[src/hdl/thrv_pkg.sv]
// ----------------------------------------------------------------------------
// thrv_pkg: shared types and constants for the header record validator
// Item structs, status codes, the field schema and the field tag ROM.
// ----------------------------------------------------------------------------
package thrv_pkg;

  // Input item: one record byte and its end marker.
  typedef struct packed {
    logic [7:0] data_byte;
    logic       last_byte;
  } thrv_in_t;

  // Result item: the verdict and the number of fields fully decoded.
  typedef struct packed {
    logic [3:0] status;
    logic [4:0] fields_done;
  } thrv_out_t;

  // Status codes.
  localparam logic [3:0] StOk       = 4'd0;
  localparam logic [3:0] StMagic    = 4'd1;
  localparam logic [3:0] StNoLength = 4'd2;
  localparam logic [3:0] StPastData = 4'd3;
  localparam logic [3:0] StTagCut   = 4'd4;
  localparam logic [3:0] StTagBad   = 4'd5;
  localparam logic [3:0] StAscii    = 4'd6;
  localparam logic [3:0] StWide     = 4'd7;
  localparam logic [3:0] StWord     = 4'd8;
  localparam logic [3:0] StFlag     = 4'd9;
  localparam logic [3:0] StFloat    = 4'd10;
  localparam logic [3:0] StTriple   = 4'd11;
  localparam logic [3:0] StTrailing = 4'd12;

  // Record layout.
  localparam int unsigned MagicLen   = 7;
  localparam int unsigned FieldCount = 23;
  localparam int unsigned SchemaSize = 23;
  localparam logic [31:0] CrcPoly    = 32'hEDB88320;

  // Field names are held right-justified, at most this many characters.
  localparam int unsigned NameChars = 34;
  localparam int unsigned NameBits  = NameChars * 8;

  // Value encodings of the schema fields.
  typedef enum logic [2:0] {
    KdAscii,
    KdWord,
    KdFlag,
    KdWide,
    KdFloat,
    KdTriple
  } kind_e;

  // Magic bytes "HEADER" followed by NUL.
  function automatic logic [7:0] magic_byte(input logic [2:0] idx);
    logic [7:0] res;
    case (idx)
      3'd0:    res = 8'h48;
      3'd1:    res = 8'h45;
      3'd2:    res = 8'h41;
      3'd3:    res = 8'h44;
      3'd4:    res = 8'h45;
      3'd5:    res = 8'h52;
      default: res = 8'h00;
    endcase
    return res;
  endfunction

  // Field names of the schema, in record order.
  function automatic logic [NameBits-1:0] schema_name(input logic [4:0] idx);
    logic [NameBits-1:0] res;
    case (idx)
      5'd0:    res = "WorldName";
      5'd1:    res = "WorldFrame";
      5'd2:    res = "TeleportingEnabled";
      5'd3:    res = "SavingEnabled";
      5'd4:    res = "ExperienceSpendingEnabled";
      5'd5:    res = "CreatureGenerationEnabled";
      5'd6:    res = "CreatureGenerationDisabledGroups";
      5'd7:    res = "HeroSleepingEnabled";
      5'd8:    res = "MapTableShowQuestCardsOnUsed";
      5'd9:    res = "MiniMapEnabled";
      5'd10:   res = "MiniMapActiveBeforeDisabled";
      5'd11:   res = "GuildMasterMessagesEnabled";
      5'd12:   res = "SummonerDeathExplosionAffectsHero";
      5'd13:   res = "MostRecentSaveType";
      5'd14:   res = "MostRecentSaveTypeBeforeManualSave";
      5'd15:   res = "MostRecentManualSaveName";
      5'd16:   res = "SaveGameMarkerPos";
      5'd17:   res = "SaveGameMarkerAngleXY";
      5'd18:   res = "GuildSealRecallPos";
      5'd19:   res = "GuildSealRecallAngleXY";
      5'd20:   res = "CurrentRegionName";
      5'd21:   res = "CurrentRegionMinimapGraphicName";
      5'd22:   res = "TotalTimePlayed";
      default: res = '0;
    endcase
    return res;
  endfunction

  // Value encoding of each schema field.
  function automatic kind_e kind_of(input logic [4:0] idx);
    kind_e res;
    case (idx)
      5'd0, 5'd20, 5'd21:          res = KdAscii;
      5'd1, 5'd6, 5'd13, 5'd14:    res = KdWord;
      5'd15:                       res = KdWide;
      5'd16, 5'd18:                res = KdTriple;
      5'd17, 5'd19, 5'd22:         res = KdFloat;
      5'd2, 5'd3, 5'd4, 5'd5, 5'd7, 5'd8, 5'd9,
      5'd10, 5'd11, 5'd12:         res = KdFlag;
      default:                     res = KdAscii;
    endcase
    return res;
  endfunction

  // Byte count of a fixed-size value.
  function automatic logic [3:0] kind_size(input kind_e kind);
    logic [3:0] res;
    case (kind)
      KdWord:   res = 4'd4;
      KdFlag:   res = 4'd1;
      KdFloat:  res = 4'd4;
      KdTriple: res = 4'd12;
      default:  res = 4'd0;
    endcase
    return res;
  endfunction

  // Status reported when the section ends inside a value.
  function automatic logic [3:0] kind_error(input kind_e kind);
    logic [3:0] res;
    case (kind)
      KdAscii:  res = StAscii;
      KdWord:   res = StWord;
      KdFlag:   res = StFlag;
      KdWide:   res = StWide;
      KdFloat:  res = StFloat;
      KdTriple: res = StTriple;
      default:  res = StAscii;
    endcase
    return res;
  endfunction

  // Schema entry of a field number; field numbers past the schema wrap around.
  function automatic logic [4:0] schema_index(input logic [4:0] field_num);
    logic [4:0] res;
    if (field_num >= 5'(SchemaSize)) begin
      res = field_num - 5'(SchemaSize);
    end else begin
      res = field_num;
    end
    return res;
  endfunction

  // Reflected CRC-32 with zero seed and no final inversion over a name.
  // Only evaluated at elaboration to build the tag ROM.
  function automatic logic [31:0] name_tag(input logic [NameBits-1:0] name);
    logic [31:0] crc;
    logic        started;
    logic [7:0]  ch;
    crc     = '0;
    started = 1'b0;
    for (int i = NameChars - 1; i >= 0; i--) begin
      ch = name[i*8 +: 8];
      if (ch != 8'h00) begin
        started = 1'b1;
      end
      if (started) begin
        crc = crc ^ {24'd0, ch};
        for (int k = 0; k < 8; k++) begin
          crc = crc[0] ? ((crc >> 1) ^ CrcPoly) : (crc >> 1);
        end
      end
    end
    return crc;
  endfunction

  // Builds the tag of every schema field.
  function automatic logic [SchemaSize-1:0][31:0] build_tags();
    logic [SchemaSize-1:0][31:0] res;
    for (int i = 0; i < SchemaSize; i++) begin
      res[i] = name_tag(schema_name(5'(i)));
    end
    return res;
  endfunction

  localparam logic [SchemaSize-1:0][31:0] SchemaTag = build_tags();

endpackage

[src/hdl/thrv_in_stage.sv]
// ----------------------------------------------------------------------------
// thrv_in_stage: input register of the header record validator
// Holds one incoming item until the parser takes it.
// ----------------------------------------------------------------------------
module thrv_in_stage
  import thrv_pkg::*;
(
  input  logic     clk_i,
  input  logic     rst_ni,
  input  logic     in_valid_i,
  output logic     in_ready_o,
  input  thrv_in_t in_data_i,
  output logic     valid_o,
  output thrv_in_t data_o,
  input  logic     take_i
);

  logic     valid_q;
  thrv_in_t data_q;

  // The register is free when empty or when its item leaves this cycle.
  assign in_ready_o = !valid_q || take_i;

  // Valid flag.
  always_ff @(posedge clk_i or negedge rst_ni) begin
    if (!rst_ni) begin
      valid_q <= 1'b0;
    end else if (in_valid_i && in_ready_o) begin
      valid_q <= 1'b1;
    end else if (take_i) begin
      valid_q <= 1'b0;
    end
  end

  // Item payload.
  always_ff @(posedge clk_i) begin
    if (in_valid_i && in_ready_o) begin
      data_q <= in_data_i;
    end
  end

  assign valid_o = valid_q;
  assign data_o  = data_q;

endmodule

[src/hdl/thrv_parser.sv]
// ----------------------------------------------------------------------------
// thrv_parser: record parser and result register
// Parses a byte per cycle, a last byte only with room; registers the verdict.
// ----------------------------------------------------------------------------
module thrv_parser
  import thrv_pkg::*;
(
  input  logic      clk_i,
  input  logic      rst_ni,
  input  logic      valid_i,
  input  thrv_in_t  item_i,
  output logic      take_o,
  output logic      out_valid_o,
  input  logic      out_ready_i,
  output thrv_out_t out_data_o
);

  typedef enum logic [2:0] {
    PhMagic,
    PhLength,
    PhTag,
    PhAscii,
    PhWide,
    PhFixed,
    PhDone,
    PhSkip
  } phase_e;

  phase_e      phase_q, phase_d;
  logic [2:0]  pc_q, pc_d;
  logic [31:0] len_q, len_d;
  logic [31:0] left_q, left_d;
  logic [4:0]  fn_q, fn_d;
  logic [3:0]  vbl_q, vbl_d;
  logic [31:0] tag_q, tag_d;
  logic        wseen_q, wseen_d;
  logic [7:0]  wlow_q, wlow_d;
  logic [3:0]  err_q, err_d;
  logic        out_valid_q;
  thrv_out_t   out_q;

  logic [31:0] left_dec;
  logic [3:0]  vbl_dec;
  logic        fin;
  kind_e       kind_cur;
  thrv_out_t   result;
  logic [7:0]  b;

  // A byte without the last marker always moves on; a last byte needs the
  // result register to be free or draining.
  assign take_o   = valid_i && (!item_i.last_byte || !out_valid_q || out_ready_i);
  assign b        = item_i.data_byte;
  assign left_dec = left_q - 32'd1;
  assign vbl_dec  = (vbl_q != 4'd0) ? vbl_q - 4'd1 : 4'd0;
  assign kind_cur = kind_of(schema_index(fn_q));

  // Next parse state for the byte in the input register.
  always_comb begin
    phase_d = phase_q;
    pc_d    = pc_q;
    len_d   = len_q;
    left_d  = left_q;
    fn_d    = fn_q;
    vbl_d   = vbl_q;
    tag_d   = tag_q;
    wseen_d = wseen_q;
    wlow_d  = wlow_q;
    err_d   = err_q;
    fin     = 1'b0;
    case (phase_q)
      PhMagic: begin
        if (b != magic_byte(pc_q)) begin
          err_d   = StMagic;
          phase_d = PhSkip;
        end else if (pc_q == 3'(MagicLen - 1)) begin
          pc_d    = 3'd0;
          phase_d = PhLength;
        end else begin
          pc_d = pc_q + 3'd1;
        end
      end
      PhLength: begin
        len_d = {b, len_q[31:8]};
        if (pc_q == 3'd3) begin
          pc_d    = 3'd0;
          left_d  = len_d;
          phase_d = PhTag;
          // An empty section cuts off the first tag.
          if (len_d == 32'd0) begin
            err_d = StTagCut;
          end
        end else begin
          pc_d = pc_q + 3'd1;
        end
      end
      PhSkip: begin
      end
      default: begin
        if (left_q != 32'd0) begin
          left_d = left_dec;
          if (err_q == StOk) begin
            // Field bytes.
            case (phase_q)
              PhTag: begin
                tag_d = {b, tag_q[31:8]};
                if (pc_q == 3'd3) begin
                  pc_d = 3'd0;
                  if (tag_d != SchemaTag[schema_index(fn_q)]) begin
                    err_d = StTagBad;
                  end else if (kind_cur == KdAscii) begin
                    phase_d = PhAscii;
                  end else if (kind_cur == KdWide) begin
                    phase_d = PhWide;
                    wseen_d = 1'b0;
                    wlow_d  = 8'd0;
                  end else begin
                    phase_d = PhFixed;
                    vbl_d   = kind_size(kind_cur);
                  end
                end else begin
                  pc_d = pc_q + 3'd1;
                end
              end
              PhAscii: begin
                fin = (b == 8'd0);
              end
              PhWide: begin
                if (!wseen_q) begin
                  wlow_d  = b;
                  wseen_d = 1'b1;
                end else begin
                  wseen_d = 1'b0;
                  fin     = (wlow_q == 8'd0) && (b == 8'd0);
                end
              end
              PhFixed: begin
                vbl_d = vbl_dec;
                fin   = (vbl_dec == 4'd0);
              end
              default: begin
              end
            endcase
            // Field completion.
            if (fin) begin
              fn_d = fn_q + 5'd1;
              pc_d = 3'd0;
              if (fn_d >= 5'(FieldCount)) begin
                phase_d = PhDone;
                if (left_dec != 32'd0) begin
                  err_d = StTrailing;
                end
              end else begin
                phase_d = PhTag;
              end
            end
            // The section ran out: classify where parsing stands.
            if (err_d == StOk && left_dec == 32'd0) begin
              case (phase_d)
                PhTag: begin
                  if (fn_d < 5'(FieldCount)) begin
                    err_d = StTagCut;
                  end
                end
                PhAscii, PhWide, PhFixed: begin
                  err_d = kind_error(kind_of(schema_index(fn_d)));
                end
                default: begin
                end
              endcase
            end
          end
        end
      end
    endcase
  end

  // Verdict on the byte marked last, after its own update.
  always_comb begin
    if (phase_d inside {PhMagic, PhSkip}) begin
      result.status = StMagic;
    end else if (phase_d == PhLength) begin
      result.status = StNoLength;
    end else if (left_d != 32'd0) begin
      result.status = StPastData;
    end else begin
      result.status = err_d;
    end
    if (phase_d inside {PhMagic, PhSkip, PhLength}) begin
      result.fields_done = 5'd0;
    end else begin
      result.fields_done = fn_d;
    end
  end

  // Parse state and result register; the last byte restores the reset state.
  always_ff @(posedge clk_i or negedge rst_ni) begin
    if (!rst_ni) begin
      phase_q     <= PhMagic;
      pc_q        <= '0;
      len_q       <= '0;
      left_q      <= '0;
      fn_q        <= '0;
      vbl_q       <= '0;
      tag_q       <= '0;
      wseen_q     <= 1'b0;
      wlow_q      <= '0;
      err_q       <= StOk;
      out_valid_q <= 1'b0;
      out_q       <= '0;
    end else begin
      if (take_o) begin
        if (item_i.last_byte) begin
          phase_q <= PhMagic;
          pc_q    <= '0;
          len_q   <= '0;
          left_q  <= '0;
          fn_q    <= '0;
          vbl_q   <= '0;
          tag_q   <= '0;
          wseen_q <= 1'b0;
          wlow_q  <= '0;
          err_q   <= StOk;
        end else begin
          phase_q <= phase_d;
          pc_q    <= pc_d;
          len_q   <= len_d;
          left_q  <= left_d;
          fn_q    <= fn_d;
          vbl_q   <= vbl_d;
          tag_q   <= tag_d;
          wseen_q <= wseen_d;
          wlow_q  <= wlow_d;
          err_q   <= err_d;
        end
      end
      if (take_o && item_i.last_byte) begin
        out_valid_q <= 1'b1;
        out_q       <= result;
      end else if (out_ready_i) begin
        out_valid_q <= 1'b0;
      end
    end
  end

  assign out_valid_o = out_valid_q;
  assign out_data_o  = out_q;

  // A last byte always yields a result and leaves a fresh parse state.
  a_last_gives_result : assert property (@(posedge clk_i) disable iff (!rst_ni)
    (take_o && item_i.last_byte) |=> (out_valid_q && phase_q == PhMagic && err_q == StOk))
    else $error("last byte did not produce a result or restore the parse state");

  // Reported status stays within the defined codes.
  a_status_range : assert property (@(posedge clk_i) disable iff (!rst_ni)
    out_valid_q |-> (out_q.status <= StTrailing))
    else $error("status code out of range");

  // Field count never passes the schema length.
  a_fields_range : assert property (@(posedge clk_i) disable iff (!rst_ni)
    out_valid_q |-> (out_q.fields_done <= 5'(FieldCount)))
    else $error("fields_done out of range");

  // Leftover section bytes after the last field mean trailing data was flagged.
  a_done_trailing : assert property (@(posedge clk_i) disable iff (!rst_ni)
    (phase_q == PhDone && left_q != 32'd0) |-> (err_q == StTrailing))
    else $error("trailing bytes not flagged");

endmodule

[src/hdl/tagged_header_record_validator_core.sv]
// ----------------------------------------------------------------------------
// tagged_header_record_validator_core: streaming header record validator
// Checks magic, section length and 23 tagged fields of an inflated record.
// ----------------------------------------------------------------------------
// Usage:
//   Input channel (in_valid_i/in_ready_o/in_data_i) carries one record byte
//   per item with a last_byte marker on the final byte of the record.
//   Output channel (out_valid_o/out_ready_i/out_data_o) carries one result
//   item per record: a status code and the count of fully decoded fields.
//   Bytes without last_byte produce no result.
//   Throughput is one byte per cycle unless a last byte meets an occupied
//   result register; the input register and the result register decouple the
//   two channels, and each byte passes one parse stage. out_valid_o rises as
//   the parser takes the last byte from the input register and loads its verdict.
//   After reset, and after every last byte, the parser waits for a new magic.
//   When the receiver stalls, the result is held and the parser keeps taking
//   bytes until another last byte meets a still-occupied result register.
// ----------------------------------------------------------------------------
module tagged_header_record_validator_core
  import thrv_pkg::*;
(
  input  logic      clk_i,
  input  logic      rst_ni,
  input  logic      in_valid_i,
  output logic      in_ready_o,
  input  thrv_in_t  in_data_i,
  output logic      out_valid_o,
  input  logic      out_ready_i,
  output thrv_out_t out_data_o
);

  logic     stage_valid;
  thrv_in_t stage_data;
  logic     stage_take;

  // Input register.
  thrv_in_stage u_in_stage (
    .clk_i      (clk_i),
    .rst_ni     (rst_ni),
    .in_valid_i (in_valid_i),
    .in_ready_o (in_ready_o),
    .in_data_i  (in_data_i),
    .valid_o    (stage_valid),
    .data_o     (stage_data),
    .take_i     (stage_take)
  );

  // Parser and result register.
  thrv_parser u_parser (
    .clk_i       (clk_i),
    .rst_ni      (rst_ni),
    .valid_i     (stage_valid),
    .item_i      (stage_data),
    .take_o      (stage_take),
    .out_valid_o (out_valid_o),
    .out_ready_i (out_ready_i),
    .out_data_o  (out_data_o)
  );

endmodule

[config.mk]
export PLATFORM = sky130hd
export DESIGN_NAME = tagged_header_record_validator_core
export DESIGN_NICKNAME = d
export VERILOG_FILES = /design/src/hdl/thrv_pkg.sv /design/src/hdl/thrv_in_stage.sv /design/src/hdl/thrv_parser.sv /design/src/hdl/tagged_header_record_validator_core.sv
export SDC_FILE = /design/constraint.sdc
export NUM_CORES = 1
export LEC_CHECK = 0
export BUFFER_PORTS_ARGS = -buffer_cell sky130_fd_sc_hd__buf_2
export CELL_PAD_IN_SITES_DETAIL_PLACEMENT = 1
export CELL_PAD_IN_SITES_GLOBAL_PLACEMENT = 1
export CORE_UTILIZATION = 30
export CTS_BUF_LIST = sky130_fd_sc_hd__clkbuf_4 sky130_fd_sc_hd__clkbuf_8
export DETAILED_ROUTE_END_ITERATION = 16
export PLACE_DENSITY_LB_ADDON = 0.1
export RECOVER_POWER = 50
export SYNTH_ARGS = -nofsm -noshare
export SYNTH_HDL_FRONTEND = slang
export SYNTH_HIERARCHICAL = 1
export SYNTH_SLANG_ARGS = --single-unit
[constraint.sdc]
create_clock -name clk_i -period 5.7 [get_ports clk_i]
set_clock_uncertainty 0.2 [all_clocks]
set_input_delay 0.855 -clock clk_i [delete_from_list [all_inputs] [get_ports clk_i]]
set_output_delay 0.855 -clock clk_i [all_outputs]
set_load 0.01 [all_outputs]
==> impl_results.md <==
* Post-DRT Antenna Nets at 0
* P_leak at 5.03 nW
* WL per Instance at 27.4 um
* CTS Buf Count at 17
* Setup TNS Final at 0 ns
* Critical-path top delay cell: nand2b_1
* Share of layout cells above drive strength 1 at approximately 12%
* Die Y-Extent at about 200 um
* Area Overhead vs Synth at 10.0%
* Sinks on Clock Net at 128
* RD Place Congestion at just under 1
* Avg Synthesized Cell Area at 7.85 um2
* Clk pwr share at around 16%
* Top_reg_cell synth: dfrtp_1
* Num ports at 24
* Port Buffers at 23
* Post-route DRC at 0
* Status: finished with violations
* R2r setup slk at slightly below 0.4 ns
* Crit-path max FO at 40
* Switching share of power at ~53%
* Vias post-DR at about 13000
* Crit path kind: flip-flop to flip-flop
* Syn Nets at roughly 1500
* Synth cell types at approximately 100
* Worst-margin pin slew at 3.72 ns
* Die width at ~200 um
* Post-synthesis cell count at about 1500
* Crit. End Element: flip-flop
* Worst skew pair latency at roughly 0.50 ns
* Fmax at about 190 MHz
* GR Overflow Total at 0
* Core area at roughly 39000 um2
* Max_slew headroom at -148%
* First-pass GRT wire length at approximately 83000 um
* Most used cell, CP: buf_4
* Clock slew at reported path FFs at about 0.08 ns
* Pin count of the biggest net entering global routing at 73
* Gr usage total at 27.5%
* Die area at roughly 40000 um2
* Yosys warning count at 6
* Post-synth EDFFs at 9
* Area leader, netlist: dfrtp_1
* CTS max path bufs at 2
* Final net count at between 1500 and 2000
* Netlist Area Pre-Place at between 10000 and 15000 um2
* Vias in the first global route at about 12000
* DPL Wire Length at between 40000 and 50000 um
* Startpoint types: flip-flop
* Synth top area share at 25.3%
* RSZ-0062 raised after global routing: false
* H-tree Lvls at 4
* Initial antenna violation count at 0
* Final setup violation count at 0
* Final Cycle Share at just over 90%
* Peak supply drop at roughly 0.19 mV
* Crit path time final at 5.31 ns
* Int Pwr at between 2 and 3 mW
* Root Buffer Master: clkbuf_8
* Maxcap violations at 1
* Synthesized flop and latch total at roughly 130
* Worst min-delay path class: flip-flop to flip-flop
* Post-synthesis sequential area ratio at 27.6%
* Starting Density at 30.4%
* DR iter-0 viols at around 1300
* Worst path max stage delay at between 0.5 and 0.6 ns
* Pre-antenna DRT Iters at 5
* Largest cells by area after synthesis: dfrtp_1 25%, o21ai_0 5.4%, nand2_1 5.1%
* Worst path required time at roughly 6 ns
* Logic pwr share at 59.5%
* Sequential Power Share at between 20 and 30%
* Failing checks: capacitance limit, slew limit
* PwrDens at approximately 460 nW/um2
* Final instance area at 13000 um2
* Synth async-reset ratio at about 93%
* Placed inst area at roughly 13000 um2
* CTS tree: yes
* Max-slew violation count at 73
* Total wire length after detailed routing at about 55000 um
* Final hold vios at 0
* Row Count at just over 70
* Psw at around 3.2 mW
* Vias per inst at approximately 6.3
* Cell Chain, Critical Path: buf_4, nand4b_1, nand2b_1, nand2_2, buf_4, a211oi_1, mux2i_1, a2111oi_0, nand4_1, nor4_4, buf_4, nor2_1, or3b_1, o21ai_1
* Crit path DAT at 5.53 ns
==> flip-flops by register name, indices dropped and copies added (netlist names) <==
register / cells
u_parser/vbl_q: 4
u_parser/fn_q: 5
u_parser/wseen_q: 1
u_parser/out_data_o: 9
u_parser/err_q: 4
u_parser/wlow_q: 8
u_parser/phase_q: 3
u_parser/tag_q: 24
u_parser/out_valid_o: 1
u_in_stage/valid_o: 1
u_parser/left_q: 32
u_in_stage/data_o: 9
u_parser/len_q: 24
u_parser/pc_q: 3
==> final timing paths <==
kind / from / cells after the start / to
setup / recovery: u_parser/fn_q[3] / 14 / u_parser/out_data_o[8]
hold / removal: u_parser/out_data_o[3] / 2 / u_parser/out_data_o[3]
setup reg to reg: u_parser/fn_q[3] / 14 / u_parser/out_data_o[8]
hold reg to reg: u_parser/out_data_o[3] / 2 / u_parser/out_data_o[3]
max in group asynchronous: rst_ni / 2 / u_parser/tag_q[12]
min in group asynchronous: rst_ni / 1 / u_parser/fn_q[2]
==> cell families (layout without fill, tap and decap cells) <==
| family | Yosys count | after routing | synth area share [%] |
|---|---|---|---|
| AOI/OAI and AO/OA | 526 | 526 | 31.1 |
| muxes | 29 | 29 | 2.55 |
| DFF | 128 | 128 | 27.6 |
| buffers and inverters | 165 | 165 | 6.19 |
| other | 0 | 1 | 0 |
| xor gates and xnor gates | 39 | 39 | 2.90 |
| adders and majority gates | 24 | 24 | 2.53 |
| and+or+nand+nor | 591 | 591 | 27.2 |
==> power groups by stage <==
stage | logic [mW] | registers, mW | clock network [mW]
6_report | 3.55 | 1.49 | 0.930
5_1_grt | 3.81 | 1.52 | 0.996
4_1_cts | 3.45 | 1.48 | 0.964
3_5_place_dp | 3.43 | 1.50 | 0
3_3_place_gp | 3.43 | 1.50 | 0
2_1_floorplan | 2.45 | 1.26 | 0
==> worst max-delay path: cells and delay by family, from the launching register on <==
kind / cells / cell delay, ns
AO/OA/AOI/OAI: 3 / 0.95
buffers and inverters: 3 / 1.01
multiplexers: 1 / 0.12
flip-flops: 1 / 0.54
AND/OR/NAND/NOR: 7 / 2.42
==> layout make-up <==
cell class | instances | area (um2)
Fill cell | 4662 | 25800
Multi-Input combinational cell | 1209 | 7830
Sequential cell | 128 | 3250
Timing Repair Buffer | 95 | 649
Tap cell | 518 | 648
Clock buffer | 18 | 248
Clock inverter | 14 | 199
Inverter | 38 | 143
Antenna cell | 1 | 2.50
==> routing by layer <==
metal	part of all wire (%)	GRT usage, %
met1	49	41.4
met2	42	39.4
met3	6.5	4.51
met4	2.5	8.41
met5	0	0
==> cell usage after synthesis (8+ instances only) <==
library cell and n:
o31ai_1 23, a22oi_1 11, buf_2 37, nor4_1 34, nor3b_1 10, and2_1 16, inv_1 30, nor2b_1 15
nand2b_1 32, mux2_2 8, nand3b_1 10, clkbuf_1 73, nand3_1 52, edfxtp_1 9, mux2i_1 21, o21ai_1 9
nor3_1 50, o211ai_1 15, nand4b_1 8, a31oi_1 21, o21ai_0 128, a22o_1 40, xnor2_1 26, nand2_1 161
ha_1 23, a21oi_1 84, a21o_1 10, a211o_1 14, a32o_1 9, dfrtp_1 119, o2111ai_1 8, o22ai_1 18
nand4_1 24, or3_1 14, a221oi_1 9, xor2_1 13, and4_1 13, buf_4 9, nor4b_1 8, nor2_1 90
a211oi_1 21
==> layout by cell type (no fill, tap or decap), drive strengths merged, types with 10 or more instances in the layout <==
| cell type | count |
|---|---|
| nor2b | 15 |
| ha | 23 |
| a22oi | 11 |
| and2 | 17 |
| a211oi | 22 |
| dfrtp | 119 |
| nand2b | 33 |
| a221oi | 10 |
| nand3b | 10 |
| nand3 | 52 |
| a21o | 10 |
| o21ai | 137 |
| a211o | 14 |
| mux2i | 21 |
| inv | 41 |
| nor3b | 10 |
| nand4 | 25 |
| a22o | 40 |
| buf | 87 |
| nor4 | 38 |
| clkbuf | 25 |
| nor3 | 51 |
| xnor2 | 26 |
| o31ai | 24 |
| o211ai | 16 |
| xor2 | 13 |
| nor2 | 92 |
| nand2 | 165 |
| a31oi | 21 |
| and4 | 13 |
| a21oi | 84 |
| or3 | 14 |
| o22ai | 18 |
==> repair_timing <==
| item | 4_1_cts | 5_1_grt |
|---|---|---|
| setup endpoints to repair | 0 | 6 |
| buffers inserted | 0 | 2 |
| gates resized for setup | 0 | 2 |
| hold buffers | 0 | 0 |
==> stage by stage <==
| stage | instances | worst slack [ns] | power (mW) | util, % | hold WS, ns |
|---|---|---|---|---|---|
| after floorplan | 1502 | 0.602 | 3.70 | - | 0.243 |
| after global placement | 1986 | 0.473 | 4.92 | 32.3 | 0.262 |
| after detailed placement | 1986 | 0.445 | 4.93 | 32.3 | 0.271 |
| after CTS | 2018 | 0.403 | 5.90 | 33.5 | 0.195 |
| after global routing | 2020 | 0.0378 | 6.33 | 33.5 | 0.290 |
| final | 2021 | 0.390 | 5.97 | 33.5 | 0.279 |
Note: power is estimated with default switching activity, not from simulation.
